[src/pwsf_pkg.sv]
package pwsf_pkg;

   // Configuration register widths and reset values
   localparam int TARGET_BITS     = 12;
   localparam int GAP_BITS        = 8;
   localparam int ITER_BITS       = 10;
   localparam int MID_BITS        = 8;
   localparam int CSR_INDEX_BITS  = 2;
   localparam int CSR_DATA_BITS   = 12;
   localparam int STAGE_BITS      = 3;

   localparam logic [TARGET_BITS-1:0] TARGET_RESET = 12'd2048;
   localparam logic [GAP_BITS-1:0]    GAP_RESET    = 8'd4;
   localparam logic [ITER_BITS-1:0]   ITER_RESET   = 10'd400;
   localparam logic [MID_BITS-1:0]    MID_RESET    = 8'd128;

   // Register indexes on the configuration channel
   localparam logic [CSR_INDEX_BITS-1:0] REG_SENSOR_TARGET  = 2'd0;
   localparam logic [CSR_INDEX_BITS-1:0] REG_GAP_TOP_BOT    = 2'd1;
   localparam logic [CSR_INDEX_BITS-1:0] REG_ITER_LIMIT     = 2'd2;
   localparam logic [CSR_INDEX_BITS-1:0] REG_MID_DEFAULT    = 2'd3;

   // Command codes
   localparam logic CMD_START  = 1'b0;
   localparam logic CMD_SAMPLE = 1'b1;

   // Finder stages
   localparam logic [STAGE_BITS-1:0] ST_IDLE   = 3'd0;
   localparam logic [STAGE_BITS-1:0] ST_SEARCH = 3'd1;
   localparam logic [STAGE_BITS-1:0] ST_SIDE   = 3'd2;
   localparam logic [STAGE_BITS-1:0] ST_TRACK  = 3'd3;
   localparam logic [STAGE_BITS-1:0] ST_DONE   = 3'd4;

   // Drag step limits for the mid wiper
   localparam logic [1:0] DRAG_MIN = 2'd1;
   localparam logic [1:0] DRAG_MAX = 2'd3;

   typedef struct packed {
      logic [TARGET_BITS-1:0] sensor_target;
      logic [GAP_BITS-1:0]    gap_top_bot;
      logic [ITER_BITS-1:0]   iter_limit;
      logic [MID_BITS-1:0]    mid_default;
   } pwsf_cfg_type;

   typedef struct packed {
      logic [STAGE_BITS-1:0] stage;
      logic                  flip_seen;
   } pwsf_status_type;

endpackage

[src/pwsf_if.sv]
interface pwsf_req_if #(
   parameter int SAMPLE_BITS = 12
);
   logic                   valid;
   logic                   ready;
   logic                   command;
   logic [SAMPLE_BITS-1:0] sample;

   modport source (output valid, output command, output sample, input ready);
   modport sink   (input valid, input command, input sample, output ready);
endinterface

interface pwsf_rsp_if #(
   parameter int WIPER_BITS = 8
);
   logic                                valid;
   logic                                ready;
   logic [WIPER_BITS-1:0]               top_level;
   logic [WIPER_BITS-1:0]               bottom_level;
   logic [WIPER_BITS-1:0]               mid_level;
   logic [pwsf_pkg::STAGE_BITS-1:0]     stage;
   logic                                found;
   logic                                finished;

   modport source (output valid, output top_level, output bottom_level, output mid_level,
                   output stage, output found, output finished, input ready);
   modport sink   (input valid, input top_level, input bottom_level, input mid_level,
                   input stage, input found, input finished, output ready);
endinterface

interface pwsf_csr_if;
   logic                                  valid;
   logic                                  ready;
   logic [pwsf_pkg::CSR_INDEX_BITS-1:0]   index;
   logic [pwsf_pkg::CSR_DATA_BITS-1:0]    data;

   modport source (output valid, output index, output data, input ready);
   modport sink   (input valid, input index, input data, output ready);
endinterface

[src/pwsf_csr.sv]
module pwsf_csr (
   input  logic                   clock,
   input  logic                   reset,
   pwsf_csr_if.sink               csr_ch,
   output pwsf_pkg::pwsf_cfg_type cfg
);

   pwsf_pkg::pwsf_cfg_type cfg_ff;
   pwsf_pkg::pwsf_cfg_type cfg_in;

   // Register writes are always taken
   assign csr_ch.ready = 1'b1;

   always_comb begin
      cfg_in = cfg_ff;
      if (csr_ch.valid) begin
         case (csr_ch.index)
            pwsf_pkg::REG_SENSOR_TARGET: begin
               cfg_in.sensor_target = csr_ch.data[pwsf_pkg::TARGET_BITS-1:0];
            end
            pwsf_pkg::REG_GAP_TOP_BOT: begin
               cfg_in.gap_top_bot = csr_ch.data[pwsf_pkg::GAP_BITS-1:0];
            end
            pwsf_pkg::REG_ITER_LIMIT: begin
               cfg_in.iter_limit = csr_ch.data[pwsf_pkg::ITER_BITS-1:0];
            end
            pwsf_pkg::REG_MID_DEFAULT: begin
               cfg_in.mid_default = csr_ch.data[pwsf_pkg::MID_BITS-1:0];
            end
            default: begin
               cfg_in = cfg_ff;
            end
         endcase
      end
   end

   always_ff @(posedge clock) begin
      if (reset) begin
         cfg_ff.sensor_target  <= pwsf_pkg::TARGET_RESET;
         cfg_ff.gap_top_bot    <= pwsf_pkg::GAP_RESET;
         cfg_ff.iter_limit     <= pwsf_pkg::ITER_RESET;
         cfg_ff.mid_default    <= pwsf_pkg::MID_RESET;
      end else begin
         cfg_ff <= cfg_in;
      end
   end

   assign cfg = cfg_ff;

endmodule

[src/pwsf_finder.sv]
module pwsf_finder #(
   parameter int WIPER_BITS  = 8,
   parameter int SAMPLE_BITS = 12
) (
   input  logic                            clock,
   input  logic                            reset,
   input  logic                            take,
   input  logic                            command,
   input  logic [SAMPLE_BITS-1:0]          sample,
   input  pwsf_pkg::pwsf_cfg_type          cfg,
   output logic [WIPER_BITS-1:0]           top_level,
   output logic [WIPER_BITS-1:0]           bottom_level,
   output logic [WIPER_BITS-1:0]           mid_level,
   output logic [pwsf_pkg::STAGE_BITS-1:0] stage,
   output logic                            found,
   output logic                            finished,
   output pwsf_pkg::pwsf_status_type       status
);

   // Compare width wide enough for the wiper range and twice the gap
   localparam int CW = WIPER_BITS + 4;
   localparam int LW = (SAMPLE_BITS > pwsf_pkg::TARGET_BITS) ? SAMPLE_BITS
                                                               : pwsf_pkg::TARGET_BITS;
   localparam logic [WIPER_BITS-1:0] WMAX = {WIPER_BITS{1'b1}};

   logic [pwsf_pkg::STAGE_BITS-1:0] stage_ff, stage_in;
   logic [WIPER_BITS-1:0]           top_ff, top_in;
   logic [WIPER_BITS-1:0]           bot_ff, bot_in;
   logic [WIPER_BITS-1:0]           mid_ff, mid_in;
   logic [WIPER_BITS-1:0]           shi_ff, shi_in;
   logic [WIPER_BITS-1:0]           slo_ff, slo_in;
   logic                            ils_ff, ils_in;
   logic                            flip_ff, flip_in;
   logic [pwsf_pkg::ITER_BITS-1:0]  cnt_ff, cnt_in;

   logic                  low;
   logic [WIPER_BITS-1:0] mid_tgt;
   logic [CW-1:0]         gap_ext;
   logic [CW-1:0]         gap2;
   logic [WIPER_BITS:0]   sum_hi;
   logic [WIPER_BITS:0]   sum_lo;
   logic [WIPER_BITS-1:0] mid_dev;
   logic [WIPER_BITS-1:0] mid_dev_q;
   logic [1:0]            drag;

   // Tracking ends on a narrow enough window or on the iteration limit
   function automatic logic tracking_over(
      input logic [WIPER_BITS-1:0]          t,
      input logic [WIPER_BITS-1:0]          b,
      input logic [pwsf_pkg::ITER_BITS-1:0] n,
      input logic [CW-1:0]                  g,
      input logic [pwsf_pkg::ITER_BITS-1:0] lim
   );
      logic span_ok;
      span_ok = (t <= b) || (CW'(t - b) <= g);
      return span_ok || (n >= lim);
   endfunction

   // Sample side and the clamped mid target
   assign low     = LW'(sample) < LW'(cfg.sensor_target);
   assign mid_tgt = (CW'(cfg.mid_default) > CW'(WMAX)) ? WMAX
                                                        : WIPER_BITS'(cfg.mid_default);
   assign gap_ext = CW'(cfg.gap_top_bot);
   assign gap2    = CW'({cfg.gap_top_bot, 1'b0});

   // Binary search midpoints
   assign sum_hi = {1'b0, mid_ff} + {1'b0, shi_ff};
   assign sum_lo = {1'b0, mid_ff} + {1'b0, slo_ff};

   // Drag step: a quarter of the distance to the target, held between one and three
   assign mid_dev   = (mid_ff > mid_tgt) ? (mid_ff - mid_tgt) : (mid_tgt - mid_ff);
   assign mid_dev_q = mid_dev >> 2;
   assign drag      = (mid_dev_q == '0) ? pwsf_pkg::DRAG_MIN :
                      (mid_dev_q > WIPER_BITS'(pwsf_pkg::DRAG_MAX)) ? pwsf_pkg::DRAG_MAX :
                      mid_dev_q[1:0];

   always_comb begin
      stage_in = stage_ff;
      top_in   = top_ff;
      bot_in   = bot_ff;
      mid_in   = mid_ff;
      shi_in   = shi_ff;
      slo_in   = slo_ff;
      ils_in   = ils_ff;
      flip_in  = flip_ff;
      cnt_in   = cnt_ff;
      if (take) begin
         if (command == pwsf_pkg::CMD_START) begin
            top_in   = WMAX;
            bot_in   = '0;
            mid_in   = mid_tgt;
            shi_in   = WMAX;
            slo_in   = '0;
            ils_in   = 1'b0;
            flip_in  = 1'b0;
            cnt_in   = '0;
            stage_in = (CW'(WMAX) > gap2) ? pwsf_pkg::ST_SEARCH : pwsf_pkg::ST_SIDE;
         end else begin
            case (stage_ff)
               pwsf_pkg::ST_SEARCH: begin
                  if (low) begin
                     slo_in = mid_ff;
                     mid_in = sum_hi[WIPER_BITS:1];
                  end else begin
                     shi_in = mid_ff;
                     mid_in = sum_lo[WIPER_BITS:1];
                  end
                  if ((shi_in <= slo_in) || (CW'(shi_in - slo_in) <= gap2)) begin
                     stage_in = pwsf_pkg::ST_SIDE;
                  end
               end
               pwsf_pkg::ST_SIDE: begin
                  ils_in   = low;
                  stage_in = tracking_over(top_ff, bot_ff, cnt_ff, gap_ext,
                                           cfg.iter_limit) ? pwsf_pkg::ST_DONE
                                                           : pwsf_pkg::ST_TRACK;
               end
               pwsf_pkg::ST_TRACK: begin
                  if (!flip_ff) begin
                     // Walk mid towards the initial side until the side flips
                     if (low == ils_ff) begin
                        if (low) begin
                           mid_in = (mid_ff == WMAX) ? mid_ff : mid_ff + 1'b1;
                        end else begin
                           mid_in = (mid_ff == '0) ? mid_ff : mid_ff - 1'b1;
                        end
                     end else begin
                        flip_in = 1'b1;
                     end
                  end else begin
                     // Close the window by one and drag mid back to its default
                     if (low) begin
                        top_in = (top_ff == '0) ? top_ff : top_ff - 1'b1;
                     end else begin
                        bot_in = (bot_ff == WMAX) ? bot_ff : bot_ff + 1'b1;
                     end
                     if (mid_ff > mid_tgt) begin
                        mid_in = mid_ff - WIPER_BITS'(drag);
                     end else if (mid_ff < mid_tgt) begin
                        mid_in = mid_ff + WIPER_BITS'(drag);
                     end
                  end
                  cnt_in = cnt_ff + 1'b1;
                  if (tracking_over(top_in, bot_in, cnt_in, gap_ext, cfg.iter_limit)) begin
                     stage_in = pwsf_pkg::ST_DONE;
                  end
               end
               default: begin
                  stage_in = stage_ff;
               end
            endcase
         end
      end
   end

   always_ff @(posedge clock) begin
      if (reset) begin
         stage_ff <= pwsf_pkg::ST_IDLE;
         top_ff   <= WMAX;
         bot_ff   <= '0;
         mid_ff   <= (CW'(pwsf_pkg::MID_RESET) > CW'(WMAX)) ? WMAX
                                                            : WIPER_BITS'(pwsf_pkg::MID_RESET);
         shi_ff   <= WMAX;
         slo_ff   <= '0;
         ils_ff   <= 1'b0;
         flip_ff  <= 1'b0;
         cnt_ff   <= '0;
      end else begin
         stage_ff <= stage_in;
         top_ff   <= top_in;
         bot_ff   <= bot_in;
         mid_ff   <= mid_in;
         shi_ff   <= shi_in;
         slo_ff   <= slo_in;
         ils_ff   <= ils_in;
         flip_ff  <= flip_in;
         cnt_ff   <= cnt_in;
      end
   end

   // The result is the state after this transaction
   assign top_level    = top_in;
   assign bottom_level = bot_in;
   assign mid_level    = mid_in;
   assign stage        = stage_in;
   assign found        = flip_in;
   assign finished     = (stage_in == pwsf_pkg::ST_DONE);

   assign status.stage     = stage_ff;
   assign status.flip_seen = flip_ff;

endmodule

[src/pwsf_out.sv]
module pwsf_out #(
   parameter int DATA_W = 29
) (
   input  logic              clock,
   input  logic              reset,
   input  logic              in_valid,
   output logic              in_ready,
   input  logic [DATA_W-1:0] in_data,
   output logic              out_valid,
   input  logic              out_ready,
   output logic [DATA_W-1:0] out_data
);

   logic              main_v_ff, main_v_in;
   logic              skid_v_ff, skid_v_in;
   logic [DATA_W-1:0] main_d_ff, main_d_in;
   logic [DATA_W-1:0] skid_d_ff, skid_d_in;
   logic              fire;

   // New transactions are taken while the skid stage is free
   assign in_ready = !skid_v_ff;
   assign fire     = in_valid && in_ready;

   always_comb begin
      main_v_in = main_v_ff;
      skid_v_in = skid_v_ff;
      main_d_in = main_d_ff;
      skid_d_in = skid_d_ff;
      if (!main_v_ff || out_ready) begin
         if (skid_v_ff) begin
            main_v_in = 1'b1;
            main_d_in = skid_d_ff;
            skid_v_in = 1'b0;
         end else begin
            main_v_in = fire;
            main_d_in = in_data;
         end
      end else if (fire) begin
         skid_v_in = 1'b1;
         skid_d_in = in_data;
      end
   end

   always_ff @(posedge clock) begin
      if (reset) begin
         main_v_ff <= 1'b0;
         skid_v_ff <= 1'b0;
      end else begin
         main_v_ff <= main_v_in;
         skid_v_ff <= skid_v_in;
      end
      main_d_ff <= main_d_in;
      skid_d_ff <= skid_d_in;
   end

   assign out_valid = main_v_ff;
   assign out_data  = main_d_ff;

endmodule

[src/pot_window_signal_finder_top.sv]
// Pot window signal finder.
// Channels: req_ch carries commands (start, or a sensor sample), rsp_ch returns one
// transaction per request with the three wiper levels, the stage and the found and
// finished flags as they stand after that request. csr_ch writes the four
// configuration registers (sensor target, gap, iteration limit, mid default) and is
// always ready; write it only while no request is in flight.
// A result is registered in the response register (skid register under a stall).
// Throughput: one request per cycle while req_ch.ready is high, set by the single
// pass of next-state logic between finder state and response registers.
// Stalls: a two-entry output stage (response register plus skid register) holds
// results while rsp_ch.ready is low; req_ch.ready drops only once both are full,
// and rises again in the cycle after the receiver takes a response.
// Reset (synchronous, active high): stage idle, top at full scale, bottom at zero,
// mid at the default level, configuration registers at their reset values, and the
// output stage empty. Samples in the idle or done stage return the levels unchanged.
module pot_window_signal_finder_top #(
   parameter int WIPER_BITS  = 8,
   parameter int SAMPLE_BITS = 12
) (
   input  logic       clock,
   input  logic       reset,
   pwsf_req_if.sink   req_ch,
   pwsf_rsp_if.source rsp_ch,
   pwsf_csr_if.sink   csr_ch
);

   localparam int DATA_W = 3 * WIPER_BITS + pwsf_pkg::STAGE_BITS + 2;

   pwsf_pkg::pwsf_cfg_type          cfg;
   pwsf_pkg::pwsf_status_type       status;
   logic                            take;
   logic [WIPER_BITS-1:0]           top_level;
   logic [WIPER_BITS-1:0]           bottom_level;
   logic [WIPER_BITS-1:0]           mid_level;
   logic [pwsf_pkg::STAGE_BITS-1:0] stage;
   logic                            found;
   logic                            finished;
   logic [DATA_W-1:0]               res_data;
   logic [DATA_W-1:0]               out_data;

   pwsf_csr u_csr (
      .clock  (clock),
      .reset  (reset),
      .csr_ch (csr_ch),
      .cfg    (cfg)
   );

   assign take = req_ch.valid && req_ch.ready;

   pwsf_finder #(
      .WIPER_BITS  (WIPER_BITS),
      .SAMPLE_BITS (SAMPLE_BITS)
   ) u_finder (
      .clock        (clock),
      .reset        (reset),
      .take         (take),
      .command      (req_ch.command),
      .sample       (req_ch.sample),
      .cfg          (cfg),
      .top_level    (top_level),
      .bottom_level (bottom_level),
      .mid_level    (mid_level),
      .stage        (stage),
      .found        (found),
      .finished     (finished),
      .status       (status)
   );

   // Pack the result for the output stage
   assign res_data = {top_level, bottom_level, mid_level, stage, found, finished};

   pwsf_out #(
      .DATA_W (DATA_W)
   ) u_out (
      .clock     (clock),
      .reset     (reset),
      .in_valid  (req_ch.valid),
      .in_ready  (req_ch.ready),
      .in_data   (res_data),
      .out_valid (rsp_ch.valid),
      .out_ready (rsp_ch.ready),
      .out_data  (out_data)
   );

   assign rsp_ch.top_level    = out_data[DATA_W-1 -: WIPER_BITS];
   assign rsp_ch.bottom_level = out_data[DATA_W-WIPER_BITS-1 -: WIPER_BITS];
   assign rsp_ch.mid_level    = out_data[DATA_W-2*WIPER_BITS-1 -: WIPER_BITS];
   assign rsp_ch.stage        = out_data[pwsf_pkg::STAGE_BITS+1:2];
   assign rsp_ch.found        = out_data[1];
   assign rsp_ch.finished     = out_data[0];

   // A start always leaves the finder searching or taking its side
   a_start_stage: assert property (@(posedge clock) disable iff (reset)
      (take && req_ch.command == pwsf_pkg::CMD_START) |=>
      (status.stage == pwsf_pkg::ST_SEARCH || status.stage == pwsf_pkg::ST_SIDE))
      else $error("start did not enter search or take side");

   // Tracking never falls back to an earlier stage on a sample
   a_track_forward: assert property (@(posedge clock) disable iff (reset)
      (take && req_ch.command == pwsf_pkg::CMD_SAMPLE &&
       status.stage == pwsf_pkg::ST_TRACK) |=>
      (status.stage == pwsf_pkg::ST_TRACK || status.stage == pwsf_pkg::ST_DONE))
      else $error("tracking left for an earlier stage");

   // The flip flag is only set while tracking or once done
   a_flip_stage: assert property (@(posedge clock) disable iff (reset)
      status.flip_seen |->
      (status.stage == pwsf_pkg::ST_TRACK || status.stage == pwsf_pkg::ST_DONE))
      else $error("flip flag set outside tracking");

   // The finished flag of a response agrees with its stage
   a_finished: assert property (@(posedge clock) disable iff (reset)
      rsp_ch.valid |-> (rsp_ch.finished == (rsp_ch.stage == pwsf_pkg::ST_DONE)))
      else $error("finished flag disagrees with stage");

endmodule
[src/flat_wrapper.sv]
// flat-port wrapper written by rule: the top's interface ports become plain ports
module pot_window_signal_finder_top_flat 
#(
   parameter int WIPER_BITS  = 8,
   parameter int SAMPLE_BITS = 12
)
  (clock, reset, req_ch_valid, req_ch_command, req_ch_sample, req_ch_ready, rsp_ch_valid, rsp_ch_top_level, rsp_ch_bottom_level, rsp_ch_mid_level, rsp_ch_stage, rsp_ch_found, rsp_ch_finished, rsp_ch_ready, csr_ch_valid, csr_ch_index, csr_ch_data, csr_ch_ready);
  pwsf_req_if #(.SAMPLE_BITS(SAMPLE_BITS)) req_ch_i ();
  pwsf_rsp_if #(.WIPER_BITS(WIPER_BITS)) rsp_ch_i ();
  pwsf_csr_if csr_ch_i ();
  input  logic clock;
  input  logic reset;
  input wire logic [$bits(req_ch_i.valid)-1:0] req_ch_valid;
  input wire logic [$bits(req_ch_i.command)-1:0] req_ch_command;
  input wire logic [$bits(req_ch_i.sample)-1:0] req_ch_sample;
  output wire logic [$bits(req_ch_i.ready)-1:0] req_ch_ready;
  output wire logic [$bits(rsp_ch_i.valid)-1:0] rsp_ch_valid;
  output wire logic [$bits(rsp_ch_i.top_level)-1:0] rsp_ch_top_level;
  output wire logic [$bits(rsp_ch_i.bottom_level)-1:0] rsp_ch_bottom_level;
  output wire logic [$bits(rsp_ch_i.mid_level)-1:0] rsp_ch_mid_level;
  output wire logic [$bits(rsp_ch_i.stage)-1:0] rsp_ch_stage;
  output wire logic [$bits(rsp_ch_i.found)-1:0] rsp_ch_found;
  output wire logic [$bits(rsp_ch_i.finished)-1:0] rsp_ch_finished;
  input wire logic [$bits(rsp_ch_i.ready)-1:0] rsp_ch_ready;
  input wire logic [$bits(csr_ch_i.valid)-1:0] csr_ch_valid;
  input wire logic [$bits(csr_ch_i.index)-1:0] csr_ch_index;
  input wire logic [$bits(csr_ch_i.data)-1:0] csr_ch_data;
  output wire logic [$bits(csr_ch_i.ready)-1:0] csr_ch_ready;
  assign req_ch_i.valid = req_ch_valid;
  assign req_ch_i.command = req_ch_command;
  assign req_ch_i.sample = req_ch_sample;
  assign req_ch_ready = req_ch_i.ready;
  assign rsp_ch_valid = rsp_ch_i.valid;
  assign rsp_ch_top_level = rsp_ch_i.top_level;
  assign rsp_ch_bottom_level = rsp_ch_i.bottom_level;
  assign rsp_ch_mid_level = rsp_ch_i.mid_level;
  assign rsp_ch_stage = rsp_ch_i.stage;
  assign rsp_ch_found = rsp_ch_i.found;
  assign rsp_ch_finished = rsp_ch_i.finished;
  assign rsp_ch_i.ready = rsp_ch_ready;
  assign csr_ch_i.valid = csr_ch_valid;
  assign csr_ch_i.index = csr_ch_index;
  assign csr_ch_i.data = csr_ch_data;
  assign csr_ch_ready = csr_ch_i.ready;
  pot_window_signal_finder_top #(.WIPER_BITS(WIPER_BITS), .SAMPLE_BITS(SAMPLE_BITS)) u_core (.clock(clock), .reset(reset), .req_ch(req_ch_i), .rsp_ch(rsp_ch_i), .csr_ch(csr_ch_i));
endmodule
[config.mk]
export PLATFORM = sky130hd
export DESIGN_NAME = pot_window_signal_finder_top_flat
export DESIGN_NICKNAME = d
export VERILOG_FILES = /design/src/pwsf_pkg.sv /design/src/pwsf_if.sv /design/src/pwsf_csr.sv /design/src/pwsf_finder.sv /design/src/pwsf_out.sv /design/src/pot_window_signal_finder_top.sv /design/src/flat_wrapper.sv
export SDC_FILE = /design/constraint.sdc
export NUM_CORES = 1
export LEC_CHECK = 0
export ABC_AREA = 1
export BUFFER_PORTS_ARGS = -buffer_cell sky130_fd_sc_hd__buf_2
export CORE_MARGIN = 1.5
export CORE_UTILIZATION = 60
export DETAILED_ROUTE_END_ITERATION = 8
export GPL_TIMING_DRIVEN = 0
export PLACE_DENSITY = 0.79
export SLEW_MARGIN = 20
export SYNTH_ARGS = -nofsm -noshare
export SYNTH_HDL_FRONTEND = slang
export SYNTH_SLANG_ARGS = --single-unit
export TNS_END_PERCENT = 20
[constraint.sdc]
create_clock -name clock -period 7.35 [get_ports clock]
set_clock_uncertainty 0.15 [all_clocks]
set_input_delay 1.47 -clock clock [delete_from_list [all_inputs] [get_ports clock]]
set_output_delay 1.47 -clock clock [all_outputs]
set_load 0.01 [all_outputs]
Word-level counts from Yosys, hierarchy flattened
Cells that the tools add are included.
{ "classes": {"muxes": 62, "n_lt_le_gt_ge": 13, "n_addsub": 14, "n_eq_ne": 13, "reduce_logical": 22, "bitwise_logic": 1} }
{ "op_table": {"columns": ["cell", "n"], "rows": [
  ["$mux W8", 41],
  ["$mux W29", 1],
  ["$sub A8 B8 Y9", 3],
  ["$le A12 B8 Y1", 2],
  ["$le A8 B8 Y1", 3],
  ["$logic_not A8 Y1", 3],
  ["$ge A10 B10 Y1", 2],
  ["$mux W10", 2],
  ["$add A8 B8 Y9", 2],
  ["$add A8 B1 Y8 const B", 2],
  ["$eq A8 B8 Y1 const B", 2],
  ["$pmux W8 S2", 1],
  ["$reduce_and A2 Y1", 8],
  ["$sub A8 B1 Y8 const B", 2],
  ["$sub A8 B8 Y8", 2],
  ["$mux W3", 5],
  ["$le A12 B9 Y1", 1],
  ["$lt A12 B12 Y1", 1],
  ["$add A10 B1 Y10 const B", 1],
  ["$gt A8 B9 Y1 const A", 1],
  ["$pmux W3 S3", 1],
  ["$add A8 B2 Y8", 1],
  ["$gt A8 B8 Y1", 1],
  ["$lt A8 B8 Y1", 1],
  ["17 further kinds", 36]
]} }
{ "totals": {"reg_bits": 153, "out_inout_bits": 32, "input_bits": 32, "word_cells": 142} }

Depth between registers and ports, before layout
Gate-level depths: netlist of the first run.
{ "depth": {"ltp_word": 17, "ltp_mapped": 40, "ltp_nobuf": 40} }

Hierarchy
A second synthesis of the first run with hierarchy kept.
{ "unflattened": {"cells_unflattened": 1580, "hier_area_um2": 11328.4} }
{ "by_module_without_submodules": {"columns": ["mod", "seq_area_each_um2", "n_inst", "area_per_inst_um2", "cells_each"], "rows": [
  ["pwsf_finder", 1101.1, 1, 7499.7, 1175],
  ["pwsf_out", 1781.7, 1, 2184.6, 164],
  ["pwsf_csr", 760.7, 1, 1636.6, 239],
  ["pot_window_signal_finder_top", 0.0, 1, 7.5, 2]
]} }

Worst setup path after synthesis of the first run
OpenSTA, ideal clock, no wires.
{ "synth_timing": {"path_kind": "input to register", "startpoint": "input port req_ch_sample[11]", "endpoint": "register u_core.u_out.main_d_ff[0], in the netlist u_core.u_out.out_data[0] (data pin)", "setup_ps": 254, "stages": 35, "n_path_buf": 3, "required_ps": 6946, "t_arrival_ps": 5579, "path_slack_ps": 1367, "path_cell_list": "ha_1 > nand2_1 > nor2_2 > nand2_1 > nor2_1 > nor2_2 > nand2_4 > buf_8 > clkbuf_2 > clkbuf_1 > or2_2 > o21ai_0 > inv_1 > ha_1 > a21oi_1 > o21ai_0 > a21oi_1 > nor2_1 > nor2_1 > nor2_1 > nor2_1 > xor2_1 > inv_1 > ha_1 > nand4_1 > o311ai_0 > nand2_1 > nand3_1 > a21oi_1 > nand3_1 > nand2_1 > nand2_1 > nand2_2 > nand4_1 > nand2_1"} }
{ "synth_between": {"elab_chain_cells": 16, "word_cells_on_any_way": 35, "cone_classes": "2 x add/sub; 5 x order compare; 1 x eq/ne; 24 x mux; 3 x reduce/logical"} }
{ "synth_lines": {"columns": ["item", "line_no", "text"], "rows": [
  ["from (decl)", "flat_wrapper.sv:15", "input wire logic [$bits(req_ch_i.sample)-1:0] req_ch_sample;"],
  ["$lt A12 B12 Y1 *", "pwsf_finder.sv:60", "assign low = LW'(sample) < LW'(cfg.sensor_target);"],
  ["$mux W8", "pwsf_finder.sv:132", "if (low) begin"],
  ["$mux W8", "pwsf_finder.sv:119", "if (!flip_ff) begin"],
  ["$mux W8", "pwsf_finder.sv:99", "case (stage_ff)"],
  ["$mux W8", "pwsf_finder.sv:88", "if (command == pwsf_pkg::CMD_START) begin"],
  ["$mux W8", "pwsf_finder.sv:87", "if (take) begin"],
  ["$sub A8 B8 Y9", "pwsf_finder.sv:55", "span_ok = (t <= b) || (CW'(t - b) <= g);"],
  ["$le A12 B8 Y1", "pwsf_finder.sv:55", null],
  ["$logic_or A1 B1 Y1", "pwsf_finder.sv:55", null],
  ["$logic_or A1 B1 Y1", "pwsf_finder.sv:56", "return span_ok || (n >= lim);"],
  ["$mux W3", "pwsf_finder.sv:144", "if (tracking_over(top_in, bot_in, cnt_in, gap_ext, cfg.iter_limit)) begin"],
  ["$pmux W3 S3 *", "pwsf_finder.sv:99", null],
  ["$mux W3 *", "pwsf_finder.sv:88", null],
  ["$mux W3 *", "pwsf_finder.sv:87", null],
  ["$eq A3 B3 Y1 *", "pwsf_finder.sv:187", "assign finished = (stage_in == pwsf_pkg::ST_DONE);"],
  ["$mux W29 *", "pwsf_out.sv:30", "if (skid_v_ff) begin"],
  ["to (signal assigned)", "pwsf_out.sv:52", "main_d_ff <= main_d_in;"],
  ["to (decl)", "pwsf_out.sv:16", "logic [DATA_W-1:0] main_d_ff, main_d_in;"]
]} }
Every way passes the cells marked *; elsewhere a longest branch is shown, timed or not. The select of a mux whose other input is x is not followed.
A chain may end at the register's enable or synchronous reset.

Worst setup path after layout of the first run
Same ends and word-level chain as after synthesis.

==> flow_summary_export.csv, run 1 <==
group,metric,value,unit
outcome,outcome,"finished clean",
placed_design,dp_slack,0.415,ns
drt,totalWireLength,30000,um
timing,setup_viol_count_final,0,
cts,clock_sinks,153,
pwr,p_leak,5.17,nW
cts,cts-resized-gates,0,
timing,setup_ws,0.718,ns
worst_setup_path,path_buf_inv,7,
placed_design,place_area,11400,um^2
cells_and_area,design_area,12000,um^2
floorplanning,die_area,18800,um^2
global_route,grt_usage,0.327,
global_route,grt_pass1_vias,9400,
synth,syn_area,10800,um^2
cts,cts_buffer_depth,2,
cells_and_area,nFillCells,1463,
cts,clk_latency,0.43,ns
pwr,power_density,206,nW/um^2
drt,drtPass1Iterations,8,
worst_setup_path,critPathSlowestCell,"clkbuf_1",
synth,async_reset_ff_frac,0,
worst_setup_path,worstSetupPathType,"input pin to flop",
pwr,power.total,2.46,mW
timing,rsz0062_at_grt,"no",
placed_design,io_buffers,60,
cells_and_area,antenna_cells,0,
cells_and_area,final_cells,1754,
worst_hold_path,min_path_type,"flop to flop",
timing,final.min_clock_period,6.63,ns
cells_and_area,area_growth,10.7,%
synth,yosysWarningCount,0,
synth,synth_edf_count,58,
cts,cts_tree,"yes",
pwr,switching_share,0.340,
cells_and_area,fin_util,0.686,
cells_and_area,seq_area,3640,um^2
pwr,seq_power_share,0.380,
floorplanning,die_x,137,um
synth,avgSynthCellArea,7.52,um^2
synth,yosysSeqAreaShare,0.337,
worst_setup_path,startpoint_type,"input pin",
pwr,ir_drop,0.000184,V
global_route,overflow,0,
cells_and_area,drive_above_1_share,0.110,
timing,tightest_slew,0.803,ns
job,maxCapViolCount,0,
global_route,grt_max_degree,33,
timing,tns,0,ns
cts,h-tree-depth,4,
worst_setup_path,cpMostUsedCell,"nand2_1",
pwr,p_clk_frac,0.348,
timing,max_freq,151,MHz
placed_design,place_congestion,0.986,
drt,vias,10200,
placed_design,place_inst,1722,
synth,synthFlopType,"dfxtp_1",
worst_setup_path,cp.arrival,6.67,ns
cts,post-cts-setup-buffers,0,
cts,path_clk_slew,0.07,ns
synth,synth_cell_types,58,
pwr,intPower,1.62,mW
worst_setup_path,cp_top_family,"simple AND/OR/NAND/NOR gates",
floorplanning,fp.dieH,137,um
cts,cts_inserted_buffers,17,
synth,syn_nets,1586,
worst_setup_path,end_kind,"flop",
timing,hold_violations,0,
worst_setup_path,required,7.39,ns
floorplanning,rows,48,
timing,maxSlewViolCount,0,
timing,fin_hold_ws,0.310,ns
cts,ctsHoldBuffers,0,
placed_design,hpwl,23200,um
cells_and_area,nNetsFinal,1665,
drt,first_iter_violations,1027,
drt,drc_errors,0,
global_route,grt_pass1_wl,47400,um
global_route,antenna_found_initial,0,
worst_setup_path,crit_path_max_incr_delay,0.46,ns
pwr,comb_power_share,0.272,
cts,cts_root_buf,"clkbuf_16",
synth,syn_inst,1437,
floorplanning,pin_count,64,
pwr,power_switching,0.838,mW
drt,viasPerCell,5.81,
synth,ys_ff_latch,153,
floorplanning,initial_core_util,0.620,
drt,routedWlPerCell,17.1,um
timing,finalCritPeriodShare,0.902,
timing,slew_headroom,0.461,
cells_and_area,multi_input_area,6130,um^2
floorplanning,core_region_area,17400,um^2
drt,ant_nets,0,
worst_setup_path,path_max_fanout,10,
-- area by class of cell --
cell class              instances  area share
inverters                     220      0.0694
repair buffers                 60      0.0251
multi-input cells            1020       0.513
flip-flops and latches        153       0.305
plain buffers                  44      0.0166
clock inverters                15      0.0117
well taps                     225      0.0236
clock buffers                  17      0.0356
-- tightest hold or removal path, cell delays in order, from the launching register on --
cell     delay, ns
dfxtp_1       0.31
nand2_1       0.06
a21oi_1       0.05
-- placed cells by master (no fill, tap or decap), types with 23 or more instances in the layout --
master and n:
nand2_1 266, a21oi_1 134, xor2_1 35, o21ai_0 131
buf_2 68, nand3_1 37, nor2_1 88, inv_1 211
dfxtp_1 95, o211ai_1 23, ha_1 111, clkbuf_1 31
edfxtp_1 58
-- state kept, by name, summed over array words and instances, names as in the netlist --
name / cells
u_core.u_finder.cnt_ff: 10
u_core.u_out.out_data: 29
u_core.u_finder.stage_ff: 3
u_core.u_csr.cfg: 38
u_core.u_finder.flip_ff: 1
u_core.u_finder.top_ff: 8
u_core.u_finder.mid_ff: 8
u_core.u_finder.shi_ff: 8
u_core.u_out.skid_d_ff: 29
u_core.u_finder.ils_ff: 1
u_core.u_finder.bot_ff: 8
u_core.u_out.out_valid: 1
u_core.u_out.skid_v_ff: 1
u_core.u_finder.slo_ff: 8
-- synth_stat cells (9+ instances only) --
cell type	number	share of area
nand3_1	37	0.017
o21ai_0	131	0.061
or2_2	20	0.012
nor3_1	18	0.0083
nor2_1	89	0.031
dfxtp_1	95	0.18
nand2_2	14	0.0081
a21oi_1	134	0.062
nand2_1	266	0.092
inv_1	212	0.074
edfxtp_1	58	0.16
xor2_1	35	0.028
ha_1	111	0.13
xnor2_1	9	0.0073
nand4_1	18	0.010
clkbuf_1	31	0.011
o21ai_1	20	0.0093
o211ai_1	23	0.016
-- final timing paths --
kind	startpoint	endpoint	slack, ns	depth (start not counted)
worst min-delay path	u_core.u_finder.slo_ff[1]$_SDFFE_PP0P_	u_core.u_finder.slo_ff[1]$_SDFFE_PP0P_	0.31	2
worst min register to register	u_core.u_finder.slo_ff[1]$_SDFFE_PP0P_	u_core.u_finder.slo_ff[1]$_SDFFE_PP0P_	0.31	2
worst max register to register	u_core.u_finder.mid_ff[1]$_SDFF_PP0_	u_core.u_out.out_data[10]$_DFFE_PP_	1.34	33
worst max-delay path	req_ch_sample[11]	u_core.u_out.out_data[0]$_DFFE_PP_	0.72	35
-- power by group through the flow --
stage	registers, mW	clock network [mW]	logic, mW
5_1_grt	0.939	0.888	0.750
4_1_cts	0.935	0.855	0.656
6_report	0.936	0.856	0.671
3_5_place_dp	0.953	0	0.653
2_1_floorplan	0.955	0	0.474
3_3_place_gp	0.952	0	0.637
-- routing by layer --
layer | track usage | vias to the layer above | part of all wire
met2 | 0.508 | 489 | 0.43
met3 | 0.0541 | 104 | 0.089
li1 | - | 4977 | -
met4 | 0.170 | 0 | 0.052
met5 | 0 | - | 0
met1 | 0.437 | 4620 | 0.43
-- cell families (layout without fill, tap and decap cells) --
group / count (synthesis) / in the layout / synth area share
AOI/OAI and AO/OA: 370 / 370 / 0.193
DFF: 153 / 153 / 0.337
adders and majority gates: 117 / 117 / 0.140
other: 1 / 1 / 0.000347
and+or+nand+nor: 488 / 488 / 0.198
xor gates and xnor gates: 44 / 44 / 0.0357
buffers and inverters: 264 / 356 / 0.0952
Power figures use the tool's default switching activity.
==> run 2: changes to the inputs <==
ABC_AREA = unset   (was 1)
CORE_ASPECT_RATIO = 1.4   (was unset)
CTS_CLUSTER_DIAMETER = 120   (was unset)
==> flow_summary_export.csv, run 2 <==
group,metric,value,unit
cells_and_area,nNetsFinal,1524,
cells_and_area,drive_above_1_share,0.115,
worst_setup_path,path_buf_inv,4,
cells_and_area,multi_input_area,6780,um^2
timing,max_freq,142,MHz
placed_design,io_buffers,60,
worst_setup_path,crit_path_max_incr_delay,0.50,ns
placed_design,place_congestion,1.02,
worst_hold_path,hold_path_startpoint,"u_core.u_csr.cfg[31]$_SDFFE_PP0P_",
synth,async_reset_ff_frac,0,
drt,ant_nets,0,
worst_setup_path,ff2ff_path_depth,22,
global_route,grt_pass1_wl,51600,um
cts,cts_inserted_buffers,17,
placed_design,place_area,11600,um^2
cells_and_area,largest_reg_flops,38,
worst_setup_path,end_kind,"flop",
cells_and_area,area_growth,11.6,%
drt,drc_errors,0,
worst_hold_path,worstHoldEndpoint,"u_core.u_csr.cfg[31]$_SDFFE_PP0P_",
synth,yosysWarningCount,0,
timing,hold_violations,0,
cts,cts_root_buf,"clkbuf_16",
drt,routedWlPerCell,20.1,um
pwr,p_leak,4.85,nW
job,maxCapViolCount,0,
floorplanning,core_region_area,17900,um^2
timing,setup_viol_count_final,0,
pwr,ir_drop,0.000201,V
timing,tightest_slew,0.856,ns
cells_and_area,nFillCells,1499,
cells_and_area,fin_util,0.683,
cts,clock_sinks,153,
worst_setup_path,cp.arrival,7.11,ns
cts,ctsHoldBuffers,0,
outcome,outcome,"finished clean",
cells_and_area,design_area,12200,um^2
timing,tns,0,ns
synth,avgSynthCellArea,8.48,um^2
worst_setup_path,startpoint_type,"input pin",
worst_setup_path,path_max_fanout,8,
cts,h-tree-depth,4,
pwr,power_density,200,nW/um^2
worst_setup_path,critPathSlowestCell,"a211o_2",
worst_hold_path,min_path_type,"flop to flop",
synth,yosysSeqAreaShare,0.332,
worst_setup_path,r2r_slack,0.45,ns
timing,final.min_clock_period,7.07,ns
cells_and_area,seq_area,3640,um^2
floorplanning,rows,58,
drt,vias,10300,
floorplanning,die_x,117,um
synth,yosys.area.top_type_share,0.173,
synth,syn_inst,1293,
cts,path_clk_slew,0.07,ns
worst_setup_path,worstSetupPathType,"input pin to flop",
synth,synth.area.top_cells,"dfxtp_1 (17%), edfxtp_1 (16%), ha_1 (13%), nand2_1 (5.9%), a21oi_1 (5.3%)",
timing,slew_headroom,0.429,
timing,finalCritPeriodShare,0.961,
timing,rsz0062_at_grt,"yes",
floorplanning,fp.dieH,163,um
synth,synthFlopType,"dfxtp_1",
global_route,overflow,0,
cells_and_area,antenna_cells,0,
drt,viasPerCell,6.31,
drt,first_iter_violations,848,
synth,yosysMostFrequentCell,"nand2_1",
synth,syn_area,11000,um^2
cells_and_area,final_common_cell,"nand2_1",
worst_setup_path,cp_top_family,"compound AO/OA/AOI/OAI gates",
worst_setup_path,cpMostUsedCell,"nand2_1",
synth,syn_nets,1442,
global_route,grt_pass1_vias,10100,
synth,synth_area_leader_cell,"dfxtp_1",
synth,synthTopCellsByCount,"nand2_1 (173), a21oi_1 (117), ha_1 (111), dfxtp_1 (95), nor2_1 (93)",
worst_hold_path,min_path_cells,2,
drt,totalWireLength,32700,um
timing,maxSlewViolCount,0,
worst_setup_path,required,7.40,ns
global_route,grt_usage,0.355,
floorplanning,pin_count,64,
global_route,grt_max_degree,33,
cts,cts_buffer_depth,2,
worst_setup_path,r2r-end,"u_core.u_out.out_data[10]$_DFFE_PP_",
cts,clk_latency,0.44,ns
floorplanning,initial_core_util,0.612,
drt,drtPass1Iterations,6,
global_route,antenna_found_initial,0,
cts,cts_tree,"yes",
cells_and_area,layout_common_cells,"nand2_1 (173), a21oi_1 (117), ha_1 (111), dfxtp_1 (95)",
synth,synth_edf_count,58,
placed_design,hpwl,24600,um
floorplanning,die_area,19100,um^2
synth,ys_ff_latch,153,
worst_setup_path,reg2reg_from,"u_core.u_finder.mid_ff[1]$_SDFF_PP0_",
synth,synth_cell_types,90,
## run 2: metrics by stage
stage / worst slack, ns / hold slack (ns) / cells / total power [mW]
2_1_floorplan: 0.795 / 0.286 / 1293 / 1.39
3_3_place_gp: -0.317 / 0.293 / 1593 / 1.55
3_5_place_dp: -0.327 / 0.297 / 1594 / 1.56
4_1_cts: 0.0545 / 0.306 / 1626 / 2.42
5_1_grt: -0.0374 / 0.326 / 1628 / 2.54
6_report: 0.284 / 0.302 / 1628 / 2.44
## run 2: power breakdown
| part | leakage (nW) | total, mW | internal (mW) | switching [mW] |
|---|---|---|---|---|
| Combinational | 3.26 | 0.632 | 0.238 | 0.394 |
| Sequential | 1.31 | 0.935 | 0.913 | 0.0218 |
| Clock | 0.278 | 0.878 | 0.481 | 0.396 |
| Total | 4.85 | 2.44 | 1.63 | 0.813 |
## run 2: how the worst max path moves through the flow
| stage | from | end | slack [ns] | depth (start not counted) |
|---|---|---|---|---|
| 2_1_floorplan | req_ch_sample[7] | u_core.u_out.out_data[4]$_DFFE_PP_ | 0.80 | 30 |
| 3_3_place_gp | req_ch_sample[7] | u_core.u_out.out_data[3]$_DFFE_PP_ | -0.32 | 25 |
| 3_5_place_dp | req_ch_sample[7] | u_core.u_out.out_data[4]$_DFFE_PP_ | -0.33 | 31 |
| 4_1_cts | req_ch_sample[7] | u_core.u_out.out_data[4]$_DFFE_PP_ | 0.05 | 31 |
| 5_1_grt | req_ch_sample[9] | u_core.u_out.out_data[4]$_DFFE_PP_ | -0.04 | 31 |
| 6_report | req_ch_sample[9] | u_core.u_out.out_data[4]$_DFFE_PP_ | 0.28 | 31 |
## run 2: final cells by class
type,count,area share
Timing Repair Buffer,63,0.0274
Clock inverter,14,0.0131
Multi-Input combinational cell,990,0.554
Tap cell,240,0.0245
Buffer,56,0.0187
Sequential cell,153,0.298
Clock buffer,18,0.0351
Inverter,94,0.0291
## run 2: cells by family after synthesis
kind of cell / count (synthesis) / synth area share
AOI/OAI and AO/OA: 363 / 0.220
xor gates and xnor gates: 45 / 0.0366
adders and majority gates: 117 / 0.138
buffers and inverters: 150 / 0.0528
DFF: 153 / 0.332
muxes: 37 / 0.0373
other: 1 / 0.000342
and+or+nand+nor: 427 / 0.183
## run 2: per-layer routing
| metal | GRT usage | part of all wire | vias up |
|---|---|---|---|
| met5 | 0 | 0 | - |
| met4 | 0.260 | 0.077 | 0 |
| met3 | 0.0785 | 0.073 | 168 |
| met2 | 0.594 | 0.49 | 488 |
| met1 | 0.388 | 0.36 | 4822 |
| li1 | - | - | 4789 |
## run 2: worst reg2reg max path, stage by stage, from the launching register on
cell,delay [ns]
dfxtp_1,0.67
clkbuf_2,0.40
inv_1,0.28
ha_1,0.39
nand2b_1,0.11
a21boi_1,0.07
o21ai_1,0.26
a21oi_4,0.14
o21ai_4,0.34
mux2i_1,0.38
a21boi_0,0.17
or4_1,0.55
a221oi_2,0.34
nor2b_1,0.28
ha_1,0.27
inv_1,0.07
o21ai_0,0.14
a2111oi_0,0.48
a22oi_1,0.14
xnor2_1,0.16
a211o_1,0.33
a221o_1,0.42
o21ai_0,0.19
## run 2: repair_timing
item	in CTS	in global routing
gates resized for setup	0	10
setup buffers	0	2
endpoints found under the setup margin	0	18
